## src/rtl/flat_field_gain_map_macros.svh

```systemverilog
// ---------------------------------------------------------------------------
// Flat-field gain map assertion macros
// Concurrent check wrappers; compiled out for synthesis.
// ---------------------------------------------------------------------------
`ifndef FLAT_FIELD_GAIN_MAP_MACROS_SVH
`define FLAT_FIELD_GAIN_MAP_MACROS_SVH

`ifndef SYNTHESIS
// Check a property on every clock edge outside reset
`define FFGM_ASSERT(label, prop, msg) \
    label: assert property (@(posedge clk) disable iff (!rst_n) (prop)) else $error(msg);
// Check that a condition is followed by a consequence in the next cycle
`define FFGM_ASSERT_NEXT(label, ante, cons, msg) \
    label: assert property (@(posedge clk) disable iff (!rst_n) (ante) |=> (cons)) \
        else $error(msg);
`else
`define FFGM_ASSERT(label, prop, msg)
`define FFGM_ASSERT_NEXT(label, ante, cons, msg)
`endif

`endif

```

## src/rtl/ffgm_pkg.sv

```systemverilog
// ---------------------------------------------------------------------------
// Flat-field gain map package
// Shared widths, limits, codes and the readout request/response words.
// ---------------------------------------------------------------------------
package ffgm_pkg;

    localparam int IDX_W   = 16;
    localparam int DATA_W  = 16;
    localparam int SUM_W   = 24;
    localparam int TOTAL_W = 40;
    localparam int GAIN_W  = 20;
    localparam int COUNT_W = 17;
    localparam int PROD_W  = SUM_W + COUNT_W;
    localparam int FRAC_W  = 16;
    localparam int NUM_W   = PROD_W + FRAC_W;
    localparam int STEP_W  = $clog2(GAIN_W);

    localparam logic [SUM_W-1:0]   SUM_MAX     = {SUM_W{1'b1}};
    localparam logic [TOTAL_W-1:0] TOTAL_MAX   = {TOTAL_W{1'b1}};
    localparam logic [GAIN_W-1:0]  GAIN_MAX    = {GAIN_W{1'b1}};
    localparam logic [COUNT_W-1:0] COUNT_RESET = 17'h10000;

    // Item operation codes
    typedef enum logic [0:0] {
        OP_ACCUM = 1'b0,
        OP_READ  = 1'b1
    } op_t;

    // Configuration register indexes
    typedef enum logic [0:0] {
        CFG_PIXEL_COUNT = 1'b0,
        CFG_DARK_ENABLE = 1'b1
    } cfg_idx_t;

    // Result status codes
    typedef enum logic [0:0] {
        STAT_OK         = 1'b0,
        STAT_ZERO_TOTAL = 1'b1
    } status_t;

    // Top-level control
    typedef enum logic [1:0] {
        ST_IDLE,
        ST_RD_WAIT,
        ST_DIV
    } state_t;

    // Readout unit phases
    typedef enum logic [1:0] {
        DV_IDLE,
        DV_MUL,
        DV_CHK,
        DV_STEP
    } div_phase_t;

    typedef struct packed {
        logic               valid;
        logic [SUM_W-1:0]   sum;
        logic [COUNT_W-1:0] count;
        logic [TOTAL_W-1:0] total;
        logic               last;
    } rd_req_t;

    typedef struct packed {
        logic              done;
        logic [GAIN_W-1:0] gain;
        status_t           status;
        logic              last;
    } rd_rsp_t;

endpackage

```

## src/rtl/ffgm_acc.sv

```systemverilog
// ---------------------------------------------------------------------------
// Flat-field accumulator update
// Read-modify-write of the per-pixel sums with write forwarding, and the
// saturating grand total.
// ---------------------------------------------------------------------------
module ffgm_acc #(
    parameter int ADDR_W = 16
) (
    input  logic                         clk,
    input  logic                         rst_n,
    input  logic                         rd_issue,
    input  logic                         acc_issue,
    input  logic [ADDR_W-1:0]            addr,
    input  logic [ffgm_pkg::DATA_W-1:0]  flat_value,
    input  logic [ffgm_pkg::DATA_W-1:0]  dark_value,
    input  logic                         first_frame,
    input  logic                         dark_enable,
    input  logic [ffgm_pkg::SUM_W-1:0]   rdata,
    output logic                         mem_we,
    output logic [ADDR_W-1:0]            mem_waddr,
    output logic [ffgm_pkg::SUM_W-1:0]   mem_wdata,
    output logic [ffgm_pkg::SUM_W-1:0]   sum_rd,
    output logic [ffgm_pkg::TOTAL_W-1:0] total
);

    logic                         s1_valid_reg;
    logic [ADDR_W-1:0]            s1_addr_reg;
    logic [ffgm_pkg::DATA_W-1:0]  s1_corr_reg;
    logic                         s1_first_reg;
    logic                         s1_clear_reg;
    logic                         fwd_hit_reg;
    logic [ffgm_pkg::SUM_W-1:0]   fwd_data_reg;
    logic [ffgm_pkg::TOTAL_W-1:0] total_reg;
    logic [ffgm_pkg::TOTAL_W-1:0] total_next;

    logic [ffgm_pkg::DATA_W-1:0]  corr;
    logic [ffgm_pkg::SUM_W:0]     sum_wide;
    logic [ffgm_pkg::SUM_W-1:0]   new_sum;
    logic [ffgm_pkg::DATA_W-1:0]  added;
    logic [ffgm_pkg::TOTAL_W-1:0] total_base;
    logic [ffgm_pkg::TOTAL_W:0]   total_wide;

    // Dark-correct the incoming word, floored at zero
    always_comb
    begin
        if (dark_enable)
        begin
            corr = (flat_value > dark_value) ? (flat_value - dark_value) : '0;
        end
        else
        begin
            corr = flat_value;
        end
    end

    // Control of the write-back stage, forwarding flag and grand total
    always_ff @(posedge clk or negedge rst_n)
    begin
        if (!rst_n)
        begin
            s1_valid_reg <= 1'b0;
            fwd_hit_reg  <= 1'b0;
            total_reg    <= '0;
        end
        else
        begin
            s1_valid_reg <= acc_issue;
            if (rd_issue)
            begin
                fwd_hit_reg <= mem_we && (mem_waddr == addr);
            end
            total_reg <= total_next;
        end
    end

    // Hold the payload of the word in flight
    always_ff @(posedge clk)
    begin
        if (acc_issue)
        begin
            s1_addr_reg  <= addr;
            s1_corr_reg  <= corr;
            s1_first_reg <= first_frame;
            s1_clear_reg <= first_frame && (addr == '0);
        end
        if (rd_issue)
        begin
            fwd_data_reg <= mem_wdata;
        end
    end

    // Take the write that raced the read, else the RAM word
    assign sum_rd = fwd_hit_reg ? fwd_data_reg : rdata;

    // Add into the pixel sum with saturation
    always_comb
    begin
        sum_wide = {1'b0, sum_rd} + (ffgm_pkg::SUM_W+1)'(s1_corr_reg);
        if (s1_first_reg)
        begin
            new_sum = ffgm_pkg::SUM_W'(s1_corr_reg);
        end
        else if (sum_wide[ffgm_pkg::SUM_W])
        begin
            new_sum = ffgm_pkg::SUM_MAX;
        end
        else
        begin
            new_sum = sum_wide[ffgm_pkg::SUM_W-1:0];
        end
        added = s1_first_reg ? s1_corr_reg : ffgm_pkg::DATA_W'(new_sum - sum_rd);
    end

    // Restart or advance the grand total, saturating
    always_comb
    begin
        total_base = s1_clear_reg ? '0 : total_reg;
        total_wide = {1'b0, total_base} + (ffgm_pkg::TOTAL_W+1)'(added);
        total_next = total_reg;
        if (s1_valid_reg)
        begin
            total_next = total_wide[ffgm_pkg::TOTAL_W] ? ffgm_pkg::TOTAL_MAX
                                                       : total_wide[ffgm_pkg::TOTAL_W-1:0];
        end
    end

    assign mem_we    = s1_valid_reg;
    assign mem_waddr = s1_addr_reg;
    assign mem_wdata = new_sum;
    assign total     = total_reg;

endmodule

```

## config.mk

```make
export PLATFORM = sky130hd
export DESIGN_NAME = ffgm_acc
export DESIGN_NICKNAME = d
export VERILOG_FILES = /design/src/rtl/flat_field_gain_map_macros.svh /design/src/rtl/ffgm_pkg.sv /design/src/rtl/ffgm_acc.sv
export SDC_FILE = /design/constraint.sdc
export NUM_CORES = 1
export LEC_CHECK = 0
export ABC_AREA = 1
export BUFFER_PORTS_ARGS = -buffer_cell sky130_fd_sc_hd__buf_2
export CAP_MARGIN = 20
export CORE_MARGIN = 2
export CORE_UTILIZATION = 40
export CTS_CLUSTER_SIZE = 25
export DETAILED_ROUTE_END_ITERATION = 12
export SYNTH_ARGS = -nofsm -noshare
export SYNTH_HDL_FRONTEND = slang
export SYNTH_SLANG_ARGS = --single-unit
export TNS_END_PERCENT = 10
```

## constraint.sdc

```tcl
create_clock -name clk -period 7.05 [get_ports clk]
set_input_delay 1.41 -clock clk [delete_from_list [all_inputs] [get_ports clk]]
set_output_delay 1.41 -clock clk [all_outputs]
set_load 0.005 [all_outputs]
```

### Word-level counts from Yosys, hierarchy flattened

Index checks and enable logic that the tools add are counted.

| storage, ports and cells | value |
|---|---|
| bits in registers | 100 |
| latch bits | 0 |
| RAM bits | 0 |
| ROM bits | 0 |
| input port bits | 78 |
| logic and storage cells | 25 |
| memories | 0 |

| cells by class | value |
|---|---|
| $add $sub $neg | 4 |
| multipliers | 0 |
| divide/modulo/power cells | 0 |
| magnitude comparators | 1 |
| equal/unequal tests | 1 |
| shifts and indexed selects | 0 |
| muxes and demuxes | 8 |
| bitwise operators | 0 |
| reductions and logical operators | 3 |

Operators by type and width:

| kind | count |
|---|---|
| $mux W40 | 2 |
| $mux W24 | 3 |
| $mux W16 | 3 |
| $add A40 B16 Y41 | 1 |
| $sub A16 B16 Y16 | 2 |
| $add A24 B16 Y25 | 1 |
| $eq A16 B16 Y1 | 1 |
| $gt A16 B16 Y1 | 1 |
| $logic_not A16 Y1 | 1 |
| $logic_and A1 B1 Y1 | 2 |

### Logic depth before layout (Yosys ltp)

| depth | value |
|---|---|
| word-level depth | 8 |
| depth in mapped cells | 42 |
| depth with buffers taken out | 39 |

### Least setup slack after synthesis

No wires, ideal clock.

| timing | value |
|---|---|
| path type | input-to-reg |
| start point | input rdata[1] (netlist name) |
| end point | register total_reg, in the netlist total[36] |
| setup time | 0.073 ns |
| data arrival time | 6.129 ns |
| data required time | 6.977 ns |
| path slack | 0.848 ns |
| stages on the path | 35 |
| cell sequence | o21ai_0 inv_1 fa_1 nand2_1 nand2_1 nand3_1 nand2_1 nand3_1 o31ai_1 buf_2 o21ai_0 o21ai_0 ha_1 a21oi_1 o21ai_0 nand2_1 nand4_1 a31o_2 or2_2 nand3_1 nand2_1 ha_1 nand2_1 nor2_2 inv_1 o21ai_0 nand2_1 o21ai_4 nand2_2 nor2_4 nand2_2 nand2_4 inv_2 buf_6 a21oi_2 |

| on the way | value |
|---|---|
| longest elaborated chain between the ends | 8 |

RTL lines:

| element | line | text |
|---|---|---|
| start, declared | ffgm_acc.sv:18 | `input logic [ffgm_pkg::SUM_W-1:0] rdata,` |
| $mux W24 | ffgm_acc.sv:93 | `assign sum_rd = fwd_hit_reg ? fwd_data_reg : rdata;` |
| named net sum_rd (one bit) | ffgm_acc.sv:22 | `output logic [ffgm_pkg::SUM_W-1:0] sum_rd,` |
| $add A24 B16 Y25 | ffgm_acc.sv:98 | `sum_wide = {1'b0, sum_rd} + (ffgm_pkg::SUM_W+1)'(s1_corr_reg);` |
| $mux W24 | ffgm_acc.sv:103 | `else if (sum_wide[ffgm_pkg::SUM_W])` |
| $mux W24 | ffgm_acc.sv:99 | `if (s1_first_reg)` |
| named net mem_wdata (one bit) | ffgm_acc.sv:21 | `output logic [ffgm_pkg::SUM_W-1:0] mem_wdata,` |
| $sub A16 B16 Y16 | ffgm_acc.sv:111 | `added = s1_first_reg ? s1_corr_reg : ffgm_pkg::DATA_W'(new_sum - sum_rd);` |
| $mux W16 | ffgm_acc.sv:111 |  |
| $add A40 B16 Y41 | ffgm_acc.sv:118 | `total_wide = {1'b0, total_base} + (ffgm_pkg::TOTAL_W+1)'(added);` |
| $mux W40 | ffgm_acc.sv:122 | `total_next = total_wide[ffgm_pkg::TOTAL_W] ? ffgm_pkg::TOTAL_MAX` |
| end signal, assigned | ffgm_acc.sv:72 | `total_reg <= total_next;` |
| end, declared | ffgm_acc.sv:33 | `logic [ffgm_pkg::TOTAL_W-1:0] total_reg;` |

The timed path passes the listed nets, and every way through them passes these cells.
A chain may end at the register's enable or synchronous reset.

### Worst setup path after layout

| timing | value |
|---|---|
| start point | input rdata[10] (netlist name) |
| end point | register total_reg, in the netlist total[36] |

| on the way | value |
|---|---|
| longest elaborated chain between the ends | 8 |

RTL lines:

| element | line |
|---|---|
| $mux W24 (*) | ffgm_acc.sv:93 |
| $add A24 B16 Y25 | ffgm_acc.sv:98 |
| $mux W24 | ffgm_acc.sv:103 |
| $mux W24 | ffgm_acc.sv:99 |
| $sub A16 B16 Y16 (*) | ffgm_acc.sv:111 |
| $mux W16 (*) | ffgm_acc.sv:111 |
| $add A40 B16 Y41 (*) | ffgm_acc.sv:118 |
| $mux W40 (*) | ffgm_acc.sv:122 |

Every way passes the cells marked *; elsewhere a longest branch is shown, timed or not.

==> impl_results.md <==
* Status: complete, no violations
* Fin cells at 1737
* Sequential area share after synthesis at 0.315
* Critical path startpoint category: input port
* Post-synthesis register bit count at 100
* Syn Std Cell Area at between 8000 and 9000 µm²
* Cell mode on critical path: nand2_1
* Buf/Inv on CP at 10
* Crit Path Max Fanout at 15
* Pleak at around 5.3 nW
* Slew @ Worst Pin at between 0.8 and 0.9 ns
* CP max stage cell: ha_1
* Initial antenna violation count at 1
* Critical Path AT at between 6 and 7 ns
* Fin. Hold Viols at 0
* DR DRC count at 0
* Fillers at 2267
* Setup Viol. Count Final at 0
* First-pass GRT wire length at approximately 43 mm
* Detail Placement HPWL at around 21 mm
* VDD IR max at about 0.13 mV
* Unrepaired setup endpoints after global routing: false
* Crit path largest cell delay at 0.38 ns
* Port bufs at approximately 180
* CTS tree: built
* Tot Pwr at ~0.0026 W
* Initial Util at 0.406
* Crit. End Element: flip-flop
* Kind of critical path: input port to flip-flop
* Maximum achievable frequency at 154 MHz
* Slew HR at 0.465
* Syn avg cell area at between 7 and 8 µm²
* Cells after DPL at 1719
* Rows at 54
* Clk sinks at 100
* Asr flop ratio synth at 0.420
* CTS clk-pin slew, worst paths at approximately 0.08 ns
* Root Driver: clkbuf_16
* TritonRoute pass-1 iters at 5
* CTS Buffer Depth at 2
* Hold/Removal Path Class: flip-flop to flip-flop
* Share of layout cells above drive strength 1 at 0.216
* Boundary Pins at between 150 and 200
* Antenna cells at 0
* Die width at approximately 150 µm
* Final ANT Viol Nets at 0
* Number of CTS-inserted buffers at 9
* PwrDens at approximately 240 nW/µm²
* Setup TNS at 0 ns
* Post-synth EDFFs at just under 60
* Starting DRT DRC Count at between 500 and 600
* Nets at 1597
* Wirelength per Cell at 15.4 µm
* DR vias at 8772
* WP data required at roughly 7.4 ns
* Final worst path period share at 0.919
* Largest net degree at the start of global routing at 43
* Die height at around 150 µm
* Worst Clk Skew at between 0.01 and 0.015 ns
* WL final at ~27 mm
* Die area at approximately 23000 µm²
* Flip-flop count of the largest register after layout at 40
* H-tree depth at 3
* Synthesized instance count at 1245
* Tmin final at roughly 6.5 ns
* Vias in the first global route at around 8500
* Slew Limit Fails at 0
* Max Cap Violations at 0
* Drt via density at about 5.1
* Area growth syn-to-layout at 20.3%
* Worst-skew pair later-pin latency at between 0.3 and 0.4 ns
* Setup Buffers After CTS at 0
* Synth cell types at 49
* GRT overflow at 0
* Total GRT Usage at 0.231
* Gate family responsible for the most delay along the worst path: simple AND/OR/NAND/NOR gates
* Synth warn at 0
* Ys flop type: edfxtp_1
* Final Wtd Congestion at ~0.94
* Core region area at between 20000 and 25000 µm²
* Syn nets at around 1400
## final timing paths
| kind | to | start | depth (start not counted) | slack, ns |
|---|---|---|---|---|
| setup reg to reg | total[36]$_DFFE_PN0P_ | fwd_hit_reg$_DFFE_PN0P_ | 41 | 0.79 |
| hold / removal | total[26]$_DFFE_PN0P_ | total[26]$_DFFE_PN0P_ | 2 | 0.55 |
| setup / recovery | total[36]$_DFFE_PN0P_ | rdata[10] | 41 | 0.57 |
| max in group asynchronous | fwd_hit_reg$_DFFE_PN0P_ | rst_n | 2 | 5.64 |
| hold reg to reg | total[26]$_DFFE_PN0P_ | total[26]$_DFFE_PN0P_ | 2 | 0.55 |
| min in group asynchronous | total[15]$_DFFE_PN0P_ | rst_n | 1 | 0.93 |
## layout by cell type (no fill, tap or decap), drive strengths merged, types with 2 or more instances in the layout
cell / n
o22ai: 4
a21oi: 94
nand4: 13
or2: 24
nor2: 170
and3: 2
clkbuf: 11
a31o: 2
o21ai: 108
edfxtp: 58
o31ai: 2
a31oi: 9
nand3: 59
nand3b: 4
nand2: 266
a21boi: 2
ha: 63
buf: 222
fa: 4
xnor2: 33
nor3: 19
dfrtp: 42
o21bai: 5
a21o: 5
inv: 179
a211oi: 3
nor4: 7
nor3b: 4
xor2: 35
## cell usage after synthesis, types with 2 or more instances
master	instances	area, µm²
nand2_1	259	972
inv_1	171	642
nor2_1	159	597
o21ai_0	98	490
a21oi_1	74	370
ha_1	63	788
edfxtp_1	58	1740
nand3_1	58	290
dfrtp_1	42	1050
xor2_1	35	307
xnor2_1	33	289
or2_2	24	150
a21oi_2	20	175
nor3_1	18	90.1
clkbuf_1	15	56.3
nand4_1	13	81.3
a31oi_1	9	56.3
nor2_2	9	56.3
o21ai_1	9	45.0
nor4_1	7	43.8
nand2_2	6	37.5
a21o_1	5	37.5
o21bai_1	5	37.5
fa_1	4	80.1
inv_2	4	15.0
nand3b_1	4	30.0
nor3b_1	4	30.0
o22ai_1	4	25.0
a211oi_1	3	22.5
buf_1	3	11.3
buf_2	3	15.0
buf_6	3	33.8
a21boi_0	2	15.0
a31o_2	2	17.5
and3_1	2	12.5
buf_4	2	15.0
nor2_4	2	22.5
o31ai_1	2	15.0
## routing by layer
layer / global-route usage / wire length [µm] / up-vias
met5: 0 / 0 / -
met4: 0.0710 / 646 / 0
met3: 0.0425 / 1600 / 41
met2: 0.367 / 11700 / 248
met1: 0.320 / 12700 / 3967
li1: - / - / 4516
## tightest hold or removal path, cell delays in order, from the launching register on
cell	delay, ns
dfrtp_1	0.36
nor2_1	0.05
nor2_1	0.10
## cell type report
type,instances,area (µm²),share of cell area
multi-input cells,943,5300,0.497
flip-flops and latches,100,2790,0.262
repair buffers,222,1260,0.118
inverters,176,661,0.0620
well taps,280,350,0.0329
clock buffers,11,254,0.0238
clock inverters,5,50.0,0.00469
## power breakdown
group	leakage, nW	internal, W	switching (W)
Sequential	1.06	0.000730	0.0000782
Clock	0.147	0.000271	0.000253
Combinational	4.12	0.000499	0.000749
Total	5.32	0.00150	0.00108
## cells by family after synthesis
family          after synthesis  share of synthesized area
flops                       100                      0.315
compound gates              237                      0.152
buf+inv                     202                     0.0893
fa+ha+maj                    67                     0.0979
mux                           1                    0.00127
simple gates                570                      0.277
xor+xnor                     68                     0.0672
## timing repair
action	in CTS	in global routing
hold buffers	0	0
setup endpoints to repair	0	40
gates resized for setup	0	11
## through the flow
step / hold WS (ns) / setup slack, ns / util / area [µm²]
finish: 0.545 / 0.574 / 0.489 / 10700
global placement: 0.525 / 0.0220 / 0.472 / 10300
global route: 0.585 / 0.0188 / 0.489 / 10700
detailed placement: 0.530 / 0.0355 / 0.472 / 10300
CTS: 0.554 / 0.404 / 0.486 / 10600
floorplan: 0.528 / 0.848 / - / 8870
No activity file was read; power rests on OpenSTA's default activity.
