==> src/rtl/flat_field_gain_map_macros.svh <==
// ---------------------------------------------------------------------------
// Flat-field gain map assertion macros
// Concurrent check wrappers; compiled out for synthesis.
// ---------------------------------------------------------------------------
`ifndef FLAT_FIELD_GAIN_MAP_MACROS_SVH
`define FLAT_FIELD_GAIN_MAP_MACROS_SVH

`ifndef SYNTHESIS
// Check a property on every clock edge outside reset
`define FFGM_ASSERT(label, prop, msg) \
    label: assert property (@(posedge clk) disable iff (!rst_n) (prop)) else $error(msg);
// Check that a condition is followed by a consequence in the next cycle
`define FFGM_ASSERT_NEXT(label, ante, cons, msg) \
    label: assert property (@(posedge clk) disable iff (!rst_n) (ante) |=> (cons)) \
        else $error(msg);
`else
`define FFGM_ASSERT(label, prop, msg)
`define FFGM_ASSERT_NEXT(label, ante, cons, msg)
`endif

`endif

==> src/rtl/ffgm_pkg.sv <==
// ---------------------------------------------------------------------------
// Flat-field gain map package
// Shared widths, limits, codes and the readout request/response words.
// ---------------------------------------------------------------------------
package ffgm_pkg;

    localparam int IDX_W   = 16;
    localparam int DATA_W  = 16;
    localparam int SUM_W   = 24;
    localparam int TOTAL_W = 40;
    localparam int GAIN_W  = 20;
    localparam int COUNT_W = 17;
    localparam int PROD_W  = SUM_W + COUNT_W;
    localparam int FRAC_W  = 16;
    localparam int NUM_W   = PROD_W + FRAC_W;
    localparam int STEP_W  = $clog2(GAIN_W);

    localparam logic [SUM_W-1:0]   SUM_MAX     = {SUM_W{1'b1}};
    localparam logic [TOTAL_W-1:0] TOTAL_MAX   = {TOTAL_W{1'b1}};
    localparam logic [GAIN_W-1:0]  GAIN_MAX    = {GAIN_W{1'b1}};
    localparam logic [COUNT_W-1:0] COUNT_RESET = 17'h10000;

    // Item operation codes
    typedef enum logic [0:0] {
        OP_ACCUM = 1'b0,
        OP_READ  = 1'b1
    } op_t;

    // Configuration register indexes
    typedef enum logic [0:0] {
        CFG_PIXEL_COUNT = 1'b0,
        CFG_DARK_ENABLE = 1'b1
    } cfg_idx_t;

    // Result status codes
    typedef enum logic [0:0] {
        STAT_OK         = 1'b0,
        STAT_ZERO_TOTAL = 1'b1
    } status_t;

    // Top-level control
    typedef enum logic [1:0] {
        ST_IDLE,
        ST_RD_WAIT,
        ST_DIV
    } state_t;

    // Readout unit phases
    typedef enum logic [1:0] {
        DV_IDLE,
        DV_MUL,
        DV_CHK,
        DV_STEP
    } div_phase_t;

    typedef struct packed {
        logic               valid;
        logic [SUM_W-1:0]   sum;
        logic [COUNT_W-1:0] count;
        logic [TOTAL_W-1:0] total;
        logic               last;
    } rd_req_t;

    typedef struct packed {
        logic              done;
        logic [GAIN_W-1:0] gain;
        status_t           status;
        logic              last;
    } rd_rsp_t;

endpackage

==> src/rtl/ffgm_div.sv <==
// ---------------------------------------------------------------------------
// Flat-field gain readout unit
// Forms sum * count * 2^16, checks for zero total and saturation, then runs a
// restoring division of one quotient bit per cycle.
// ---------------------------------------------------------------------------
`include "flat_field_gain_map_macros.svh"

module ffgm_div (
    input  logic              clk,
    input  logic              rst_n,
    input  ffgm_pkg::rd_req_t req,
    output ffgm_pkg::rd_rsp_t rsp
);

    ffgm_pkg::div_phase_t                phase_reg;
    ffgm_pkg::div_phase_t                phase_next;
    logic [ffgm_pkg::STEP_W-1:0]         step_reg;
    logic [ffgm_pkg::STEP_W-1:0]         step_next;
    logic [ffgm_pkg::SUM_W-1:0]          sum_reg;
    logic [ffgm_pkg::SUM_W-1:0]          sum_next;
    logic [ffgm_pkg::COUNT_W-1:0]        count_reg;
    logic [ffgm_pkg::COUNT_W-1:0]        count_next;
    logic [ffgm_pkg::TOTAL_W-1:0]        total_reg;
    logic [ffgm_pkg::TOTAL_W-1:0]        total_next;
    logic                                last_reg;
    logic                                last_next;
    logic [ffgm_pkg::NUM_W-1:0]          num_reg;
    logic [ffgm_pkg::NUM_W-1:0]          num_next;
    logic [ffgm_pkg::TOTAL_W-1:0]        rem_reg;
    logic [ffgm_pkg::TOTAL_W-1:0]        rem_next;
    logic [ffgm_pkg::GAIN_W-1:0]         lo_reg;
    logic [ffgm_pkg::GAIN_W-1:0]         lo_next;
    logic [ffgm_pkg::GAIN_W-1:0]         quo_reg;
    logic [ffgm_pkg::GAIN_W-1:0]         quo_next;
    ffgm_pkg::rd_rsp_t                   out_reg;
    ffgm_pkg::rd_rsp_t                   out_next;

    logic [ffgm_pkg::PROD_W-1:0]         prod;
    logic                                overflow;
    logic [ffgm_pkg::TOTAL_W:0]          shifted;
    logic                                fits;

    // Product, saturation compare and one division step
    assign prod     = sum_reg * count_reg;
    assign overflow = ({3'b000, num_reg} >= {total_reg, {ffgm_pkg::GAIN_W{1'b0}}});
    assign shifted  = {rem_reg, lo_reg[ffgm_pkg::GAIN_W-1]};
    assign fits     = (shifted >= {1'b0, total_reg});

    // Phase sequencing and datapath updates
    always_comb
    begin
        phase_next = phase_reg;
        step_next  = step_reg;
        sum_next   = sum_reg;
        count_next = count_reg;
        total_next = total_reg;
        last_next  = last_reg;
        num_next   = num_reg;
        rem_next   = rem_reg;
        lo_next    = lo_reg;
        quo_next   = quo_reg;
        out_next   = out_reg;
        out_next.done = 1'b0;

        case (phase_reg)
            ffgm_pkg::DV_IDLE:
            begin
                if (req.valid)
                begin
                    sum_next   = req.sum;
                    count_next = req.count;
                    total_next = req.total;
                    last_next  = req.last;
                    phase_next = ffgm_pkg::DV_MUL;
                end
            end
            ffgm_pkg::DV_MUL:
            begin
                num_next   = {prod, {ffgm_pkg::FRAC_W{1'b0}}};
                phase_next = ffgm_pkg::DV_CHK;
            end
            ffgm_pkg::DV_CHK:
            begin
                // Zero total or a quotient past the Q4.16 range ends here
                if (total_reg == '0)
                begin
                    out_next.done   = 1'b1;
                    out_next.gain   = '0;
                    out_next.status = ffgm_pkg::STAT_ZERO_TOTAL;
                    out_next.last   = last_reg;
                    phase_next      = ffgm_pkg::DV_IDLE;
                end
                else if (overflow)
                begin
                    out_next.done   = 1'b1;
                    out_next.gain   = ffgm_pkg::GAIN_MAX;
                    out_next.status = ffgm_pkg::STAT_OK;
                    out_next.last   = last_reg;
                    phase_next      = ffgm_pkg::DV_IDLE;
                end
                else
                begin
                    rem_next   = ffgm_pkg::TOTAL_W'(num_reg[ffgm_pkg::NUM_W-1:ffgm_pkg::GAIN_W]);
                    lo_next    = num_reg[ffgm_pkg::GAIN_W-1:0];
                    quo_next   = '0;
                    step_next  = ffgm_pkg::STEP_W'(ffgm_pkg::GAIN_W - 1);
                    phase_next = ffgm_pkg::DV_STEP;
                end
            end
            ffgm_pkg::DV_STEP:
            begin
                rem_next  = fits ? ffgm_pkg::TOTAL_W'(shifted - {1'b0, total_reg})
                                 : shifted[ffgm_pkg::TOTAL_W-1:0];
                lo_next   = {lo_reg[ffgm_pkg::GAIN_W-2:0], 1'b0};
                quo_next  = {quo_reg[ffgm_pkg::GAIN_W-2:0], fits};
                step_next = step_reg - 1'b1;
                if (step_reg == '0)
                begin
                    out_next.done   = 1'b1;
                    out_next.gain   = {quo_reg[ffgm_pkg::GAIN_W-2:0], fits};
                    out_next.status = ffgm_pkg::STAT_OK;
                    out_next.last   = last_reg;
                    phase_next      = ffgm_pkg::DV_IDLE;
                end
            end
            default:
            begin
                phase_next = ffgm_pkg::DV_IDLE;
            end
        endcase
    end

    // Control registers and the result word
    always_ff @(posedge clk or negedge rst_n)
    begin
        if (!rst_n)
        begin
            phase_reg <= ffgm_pkg::DV_IDLE;
            out_reg   <= '0;
        end
        else
        begin
            phase_reg <= phase_next;
            out_reg   <= out_next;
        end
    end

    // Datapath registers
    always_ff @(posedge clk)
    begin
        step_reg       <= step_next;
        sum_reg        <= sum_next;
        count_reg      <= count_next;
        total_reg      <= total_next;
        last_reg       <= last_next;
        num_reg        <= num_next;
        rem_reg        <= rem_next;
        lo_reg         <= lo_next;
        quo_reg        <= quo_next;
    end

    assign rsp = out_reg;

    `FFGM_ASSERT(a_req_when_idle, req.valid |-> phase_reg == ffgm_pkg::DV_IDLE, "request while busy")
    `FFGM_ASSERT_NEXT(a_done_pulse, out_reg.done, !out_reg.done, "result strobe longer than one cycle")
    `FFGM_ASSERT_NEXT(a_zero_total, phase_reg == ffgm_pkg::DV_CHK && total_reg == '0, out_reg.done && out_reg.status == ffgm_pkg::STAT_ZERO_TOTAL, "zero total not flagged")

endmodule

==> config.mk <==
export PLATFORM = sky130hd
export DESIGN_NAME = ffgm_div
export DESIGN_NICKNAME = d
export VERILOG_FILES = /design/src/rtl/ffgm_pkg.sv /design/src/rtl/ffgm_div.sv
export VERILOG_INCLUDE_DIRS = /design/src /design/src/rtl
export SDC_FILE = /design/constraint.sdc
export NUM_CORES = 1
export LEC_CHECK = 0
export ABC_AREA = 0
export BUFFER_PORTS_ARGS = -buffer_cell sky130_fd_sc_hd__buf_4
export CORE_UTILIZATION = 35
export DETAILED_ROUTE_END_ITERATION = 7
export GPL_TIMING_DRIVEN = 0
export PLACE_DENSITY_LB_ADDON = 0.1
export SLEW_MARGIN = 20
export SYNTH_ARGS = -nofsm -noshare
export SYNTH_HDL_FRONTEND = slang
export SYNTH_SLANG_ARGS = --single-unit
==> constraint.sdc <==
create_clock -name clk -period 9.7 [get_ports clk]
set_input_delay 2.425 -clock clk [delete_from_list [all_inputs] [get_ports clk]]
set_output_delay 2.425 -clock clk [all_outputs]
set_load 0.005 [all_outputs]
* Word level (Yosys, flattened, before mapping)
Index checks and enable logic that the tools add are counted.
Widths: inputs -> output; s select.
** Storage, ports and cells
- Flip-flop bits (word level) :: 232
- Bits of input ports :: 85
- Output and inout bits :: 23
- Word-level logic and storage cells :: 57
** Operators by class
- Add/subtract/negate cells :: 2
- Multiply operators :: 1
- Magnitude comparators :: 2
- Equal/unequal tests :: 8
- Multiplexer cells :: 22
- Reduce and logical (&&, ||, !) cells :: 8
** Operators with widths (count)
- $mux 40 :: 3
- $pmux 40 s2 :: 1
- $mux 23 :: 3
- $ge 57x60->1 :: 1
- $pmux 23 s2 :: 1
- $ge 41x40->1 :: 1
- $mul 24x17->41 :: 1
- $logic_not 40->1 :: 1
- $mux 20 :: 2
- $pmux 20 s2 :: 1
- $sub 40x40->40 :: 1
- $mux 19 :: 2
- $pmux 19 s2 :: 1
- $mux 5 :: 2
- $pmux 5 s2 :: 1
- $mux 2 :: 4
- $ne 2x2->1 const B :: 4
- $pmux 2 s4 :: 1
- $reduce_and 3->1 :: 2
- $logic_not 5->1 :: 1
- $sub 5x1->5 const B :: 1
- $eq 2x2->1 const B :: 2
- $reduce_and 2->1 :: 2
- $ne 3x3->1 const B :: 1
- 3 further kinds :: 3

* Depth between registers and ports, before layout
Gate-level depths: netlist of the first run.
- Depth after elaboration :: 4
- Gate-level depth with buffers :: 24
- Mapped depth without buffers :: 23

* Worst setup path after synthesis of the first run
No wires, ideal clock.
- Path type :: register -> register
- From :: register sum_reg[10] (netlist bit)
- To :: register num_reg[52] (netlist bit), data pin
- Setup time :: 0.260 ns
- Data arrival time :: 6.094 ns
- Data required time :: 9.440 ns
- Path slack :: 3.346 ns
- Stages on the path, launching flop included :: 22
- Buffers on the path :: 1
- Clock period less this slack :: 6.354 ns
- Cells stage by stage :: edfxtp_1 clkbuf_1 nand2_1 fa_1 fa_1 fa_1 fa_1 inv_1 fa_1 inv_1 fa_1 inv_1 ha_1 and4_4 a221oi_2 a21o_1 a21bo_1 a2111o_1 a21oi_2 nand3_1 a311o_1 xnor2_1
** Between the ends
- Cells in the longest elaborated chain, start to end :: 1
** Ends and longest elaborated chain
- from (decl) :: RTL line ffgm_div.sv:19 : logic [ffgm_pkg::SUM_W-1:0] sum_reg;
- from (signal assigned) :: RTL line ffgm_div.sv:152 : sum_reg <= sum_next;
- $mul 24x17->41 :: RTL line ffgm_div.sv:44 : assign prod = sum_reg * count_reg;
- named net prod (one bit) :: RTL line ffgm_div.sv:38 : logic [ffgm_pkg::PROD_W-1:0] prod;
- to (signal assigned) :: RTL line ffgm_div.sv:156 : num_reg <= num_next;
- to (decl) :: RTL line ffgm_div.sv:27 : logic [ffgm_pkg::NUM_W-1:0] num_reg;
The timed path passes the listed nets, and every way through them passes these cells.
A chain may end at the register's enable or synchronous reset.

* Worst setup path after layout of the first run
- From :: register count_reg[2] (netlist bit)
- To :: register num_reg[52] (netlist bit), data pin
** Between the ends
- Cells in the longest elaborated chain, start to end :: 1
** Ends and longest elaborated chain
- from (decl) :: RTL line ffgm_div.sv:21 : logic [ffgm_pkg::COUNT_W-1:0] count_reg;
- from (signal assigned) :: RTL line ffgm_div.sv:153 : count_reg <= count_next;
- $mul 24x17->41 :: RTL line ffgm_div.sv:44
- named net prod (one bit) :: RTL line ffgm_div.sv:38
The timed path passes the listed nets, and every way through them passes these cells.

==> impl_metrics.json, run 1 <==
{
  "cts_inserted_buffers": 29,
  "htreeDepth": 1,
  "place_congestion": 0.904,
  "crit-reg2reg-capture": "num_reg[52]",
  "hold_viol": 0,
  "finalSetupTns_ns": 0,
  "synth-edff-count": 191,
  "cts_max_path_buffers": 3,
  "antenna_found_initial": 1,
  "path_max_fanout": 10,
  "fin_nets": 3214,
  "yosysSeqAreaShare": 0.263,
  "io-pin-count": 108,
  "finalHoldWorstSlack_ns": 0.488,
  "tightest_slew_ns": 1.13,
  "start_kind": "flip-flop",
  "die_y_um": 265,
  "antenna_cells": 0,
  "path_class": "reg -> reg",
  "synth.largest_area_cell": "fa_1",
  "grt_first_pass_wirelength_um": 113000,
  "hold-path-cell-count": 1,
  "netlist_area_um2": 24200,
  "synthFlopType": "edfxtp_1",
  "grt-ovfl-total": 0,
  "power_leakage_nw": 12.8,
  "required_ns": 10.04,
  "cts_tree": "done",
  "post_drt_wl_per_cell_um": 20.4,
  "grt_pass1_vias": 18809,
  "ys_seq_elements": 216,
  "r2r-start": "count_reg[2]",
  "start_util": 0.353,
  "cts.clk_slew.worst_paths_ns": 0.06,
  "relSlewSlack": 0.244,
  "synth_nets": 3073,
  "ctsRootBufferMaster": "clkbuf_16",
  "cts_num_sinks": 216,
  "grt_max_degree": 43,
  "drv.max_cap_violation_count": 0,
  "drt_iter0_markers": 1031,
  "largest_reg_flops": 41,
  "hp-start": "last_reg",
  "fill_cells": 6838,
  "syn2layout_area_growth_pct": 12.5,
  "cts_resized": 0,
  "ys_warn_count": 0,
  "antenna_left": 0,
  "dp.cells": 3506,
  "cp_data_arrival_time_ns": 7.89,
  "die_w_um": 265,
  "num_vias": 17622,
  "hold_buffers": 0,
  "core_um2": 68600,
  "via_per_inst": 4.95,
  "post-route-period-util": 0.779,
  "dpl-instance-area_um2": 26300,
  "multi_input_area_um2": 15800,
  "dieArea_um2": 70300,
  "yosys-top-cells-count": "inv_1, nand2_1, fa_1",
  "syn_inst": 2465,
  "drc": 0,
  "grt_usage": 0.210,
  "slew_viol_final": 0,
  "synth_async_sr_flop_share": 0.116,
  "rrSetupSlack_ns": 2.15,
  "status": "finished clean",
  "firstDrtPassIters": 7,
  "stdcell_count": 3559,
  "row_count": 96,
  "yosysMostFrequentCell": "inv_1",
  "fin_skew_ns": 0.0195,
  "ir_worst_vdd_v": 0.000150,
  "syn_area_per_cell_um2": 9.83,
  "rr_worst_depth": 22,
  "fin_area_um2": 27300,
  "p_per_area_nw_per_um2": 215,
  "place_hpwl_um": 59000,
  "holdPathEnd": "rsp[0]",
  "synth_area_leaders": "fa_1, edfxtp_1, ha_1",
  "worstSkewPairLatency_ns": 0.60,
  "post-cts-setup-buffers": 0,
  "drive_above_1_share": 0.0719,
  "synth.distinct_cells": 77,
  "area.sequential_um2": 6360,
  "period_needed_ns": 7.55,
  "synth_top_area_frac": 0.273,
  "finalWirelength_um": 72600,
  "setup_violations": 0,
  "crit_path_end_kind": "flip-flop",
  "port_buffers": 107,
  "rsz0062_at_grt": "no",
  "hp-class": "reg -> reg",
  "fmax_ghz": 0.132
}
==> metal layers <==
metal	vias up	track usage	wire [µm]
li1	8264	-	-
met1	8891	0.287	33500
met2	382	0.353	34100
met3	85	0.0240	2900
met4	0	0.0573	2090
met5	-	0	0
==> cell type report <==
class,instances,area share
multi-input combinational,1700,0.579
sequential,216,0.233
inverter,448,0.0617
tap,931,0.0427
timing repair buffer,110,0.0322
clock buffer,44,0.0321
buffer,101,0.0152
clock inverter,9,0.00344
==> worst max path at each step <==
stage	cells past startpoint	slack (ns)	to	startpoint
6_report	22	2.15	num_reg[52]	count_reg[2]
5_1_grt	22	1.79	num_reg[52]	count_reg[2]
4_1_cts	22	2.14	num_reg[52]	count_reg[2]
3_5_place_dp	22	2.12	num_reg[52]	count_reg[3]
3_3_place_gp	22	2.21	num_reg[52]	sum_reg[14]
2_1_floorplan	21	3.35	num_reg[52]	sum_reg[10]
==> where the power goes <==
part,internal [W],switching [W]
Sequential,0.00140,0.000125
Clock,0.000649,0.000446
Combinational,0.00137,0.00187
Total,0.00342,0.00244
==> placed cells by master (no fill, tap or decap), drive strengths merged, types with 12 or more instances in the layout <==
master / n
ha: 193
a211oi: 16
xnor2: 46
o21bai: 12
o21ai: 74
and2: 172
and3: 32
o21a: 15
nor3: 13
o211ai: 13
nor4: 13
xor2: 23
inv: 451
clkbuf: 136
nand4: 21
fa: 330
mux2i: 29
nand3: 16
nor2: 51
a21o: 47
buf: 119
nand2: 378
dfrtp: 25
a21oi: 72
edfxtp: 191
a31oi: 31
==> critical path: stages (launching register included) <==
cell and delay (ns):
edfxtp_1 0.55, clkbuf_1 0.63, nand2_1 0.19, fa_1 0.56, inv_1 0.05, fa_1 0.53, inv_1 0.05, fa_1 0.56
inv_1 0.08, fa_1 0.50, fa_1 0.49, inv_1 0.05, fa_1 0.47, inv_1 0.04, ha_1 0.36, and4_1 0.29
o2111ai_1 0.21, a21bo_1 0.27, a2111o_1 0.46, a21oi_2 0.25, nand3_1 0.18, a311o_1 0.37, xnor2_1 0.14
==> cells by family after synthesis <==
kind of cell,Yosys count,synth area share
flip-flops,216,0.263
buffers and inverters,549,0.0866
adder cells (fa/ha/maj),523,0.372
multiplexers,30,0.0124
XOR/XNOR,69,0.0249
AND/OR/NAND/NOR,744,0.148
AO/OA/AOI/OAI,334,0.0927
==> through the flow <==
step	util	setup slack [ns]	power, W
detailed placement	0.383	2.12	0.00478
global placement	0.382	2.21	0.00473
CTS	0.397	2.14	0.00593
global route	0.397	1.79	0.00636
floorplan	-	3.35	0.00387
finish	0.397	2.15	0.00587
Power figures use the tool's default switching activity.
==> inputs of run 2 (changes only) <==
- clock period: 9.7 -> 6.22 ns (I/O delays scaled with it)
==> impl_metrics.json, run 2 (synthesis results as in run 1) <==
{
  "place_congestion": 0.883,
  "finalHoldWorstSlack_ns": 0.488,
  "violations": "setup timing",
  "finalWorstSetupSlack_ns": -0.278,
  "grt_usage": 0.213,
  "ir_worst_vdd_v": 0.000239,
  "post_drt_wl_per_cell_um": 20.3,
  "cp_data_arrival_time_ns": 6.86,
  "grt_pass1_vias": 18932,
  "io-pin-count": 108,
  "period_needed_ns": 6.50,
  "fmax_ghz": 0.154,
  "firstDrtPassIters": 5,
  "die_y_um": 265,
  "ctsRootBufferMaster": "clkbuf_16",
  "final_util": 0.417,
  "tightest_slew_ns": 1.07,
  "num_vias": 17911,
  "path_delay_family": "adder cells",
  "antenna_cells": 0,
  "row_count": 96,
  "grt_first_pass_wirelength_um": 114000,
  "start_util": 0.353,
  "via_per_inst": 4.91,
  "core_um2": 68600,
  "cts_tree": "done",
  "fin_nets": 3303,
  "p_per_area_nw_per_um2": 341,
  "start_kind": "flip-flop",
  "power_leakage_nw": 13.4,
  "setup_violations": 12,
  "dieArea_um2": 70300,
  "cpPeakStageDelay_ns": 0.54,
  "hold_buffers": 0,
  "crit_top_cell": "fa_1",
  "port_buffers": 107,
  "path_max_fanout": 10,
  "largest_reg_flops": 41,
  "relSlewSlack": 0.281,
  "htreeDepth": 1,
  "die_w_um": 265,
  "worstPathCellList": "buf_4, clkbuf_8, and2_1, fa_1, inv_1, fa_2, inv_1, fa_2, fa_1, fa_1, inv_1, fa_1, inv_2, ha_4, and4_4, a221oi_4, a21o_1, a21bo_1, a2111o_1, a21oi_4, nand3_2, a311o_1, xnor2_1",
  "fin_skew_ns": 0.0212,
  "rsz0062_at_grt": "yes",
  "drv.max_cap_violation_count": 0,
  "path_class": "reg -> reg",
  "critPathBufInv": 6,
  "drive_above_1_share": 0.146,
  "drt_iter0_markers": 977,
  "slew_viol_final": 0,
  "grt_max_degree": 49,
  "cts_max_path_buffers": 3,
  "hold_viol": 0,
  "hp-class": "reg -> reg",
  "crit_path_end_kind": "flip-flop",
  "slowest_stage": "fa_1",
  "status": "complete, but fails checks",
  "grt-ovfl-total": 0,
  "syn2layout_area_growth_pct": 18.1,
  "required_ns": 6.58,
  "p_total_w": 0.00976,
  "cts.clk_slew.worst_paths_ns": 0.06,
  "cts_inserted_buffers": 29,
  "post-route-period-util": 1.04,
  "worstSkewPairLatency_ns": 0.61,
  "cts_num_sinks": 216,
  "layout_commonest_cell": "inv_1",
  "drc": 0,
  "place_hpwl_um": 58400,
  "final_cell_mix": "inv_1, nand2_1, fa_1",
  "antenna_left": 0,
  "antenna_found_initial": 0,
  "finalWirelength_um": 74000
}
==> run 2: cell count changes in the layout (fill, tap and decap cells not counted), moves of 13 or more <==
cell      delta
clkbuf_2    +16
ha_1        -15
ha_4        +13
buf_4       +81
clkbuf_1    -58
buf_6       +15
clkbuf_4    +14
==> run 2: path summary, 6_finish.rpt <==
kind | from | to | cells after the start | slack [ns]
min in group asynchronous | rst_n | rsp[12] | 1 | 0.85
max in group asynchronous | rst_n | rsp[17] | 1 | 5.13
hold reg to reg | last_reg | rsp[0] | 1 | 0.49
setup reg to reg | count_reg[7] | num_reg[52] | 23 | -0.28
setup / recovery | count_reg[7] | num_reg[52] | 23 | -0.28
hold / removal | last_reg | rsp[0] | 1 | 0.49
==> run 2: area by class of cell <==
cell class / instances / area, µm²
buffer: 99 / 672
clock buffer: 37 / 808
clock inverter: 16 / 131
fill: 6771 / 40000
inverter: 448 / 1680
multi-input combinational: 1700 / 16100
sequential: 216 / 6360
tap: 931 / 1160
timing repair buffer: 201 / 1630
==> run 2: what timing repair did <==
action                     4_1_cts  5_1_grt
cloned                           1        0
pin swaps                       43       24
buffers inserted                62       28
resized for setup              124       75
setup endpoints to repair       26       17
==> run 2: power by group <==
part | switching, W | internal [W] | total [W]
combinational | 0.00315 | 0.00256 | 0.00571
sequential | 0.000186 | 0.00219 | 0.00237
clock | 0.000720 | 0.000963 | 0.00168
total | 0.00406 | 0.00570 | 0.00976
==> run 2: stage by stage <==
stage	instances	cell area [µm²]	worst slack (ns)	TNS (ns)
finish	3648	28600	-0.278	-1.92
global route	3648	28600	-0.454	-4.26
CTS	3621	28200	-0.362	-1.97
detailed placement	3506	26400	-1.33	-18.71
global placement	3503	26300	-1.31	-37.48
floorplan	2465	24300	0.00162	0
==> run 2: routing by layer <==
layer  vias to the layer above  routed length [µm]  global-route usage
li1                       8435                   -                   -
met1                      8912               33500               0.288
met2                       452               34700               0.358
met3                       112                3280              0.0260
met4                         0                2470              0.0595
met5                         -                   0                   0
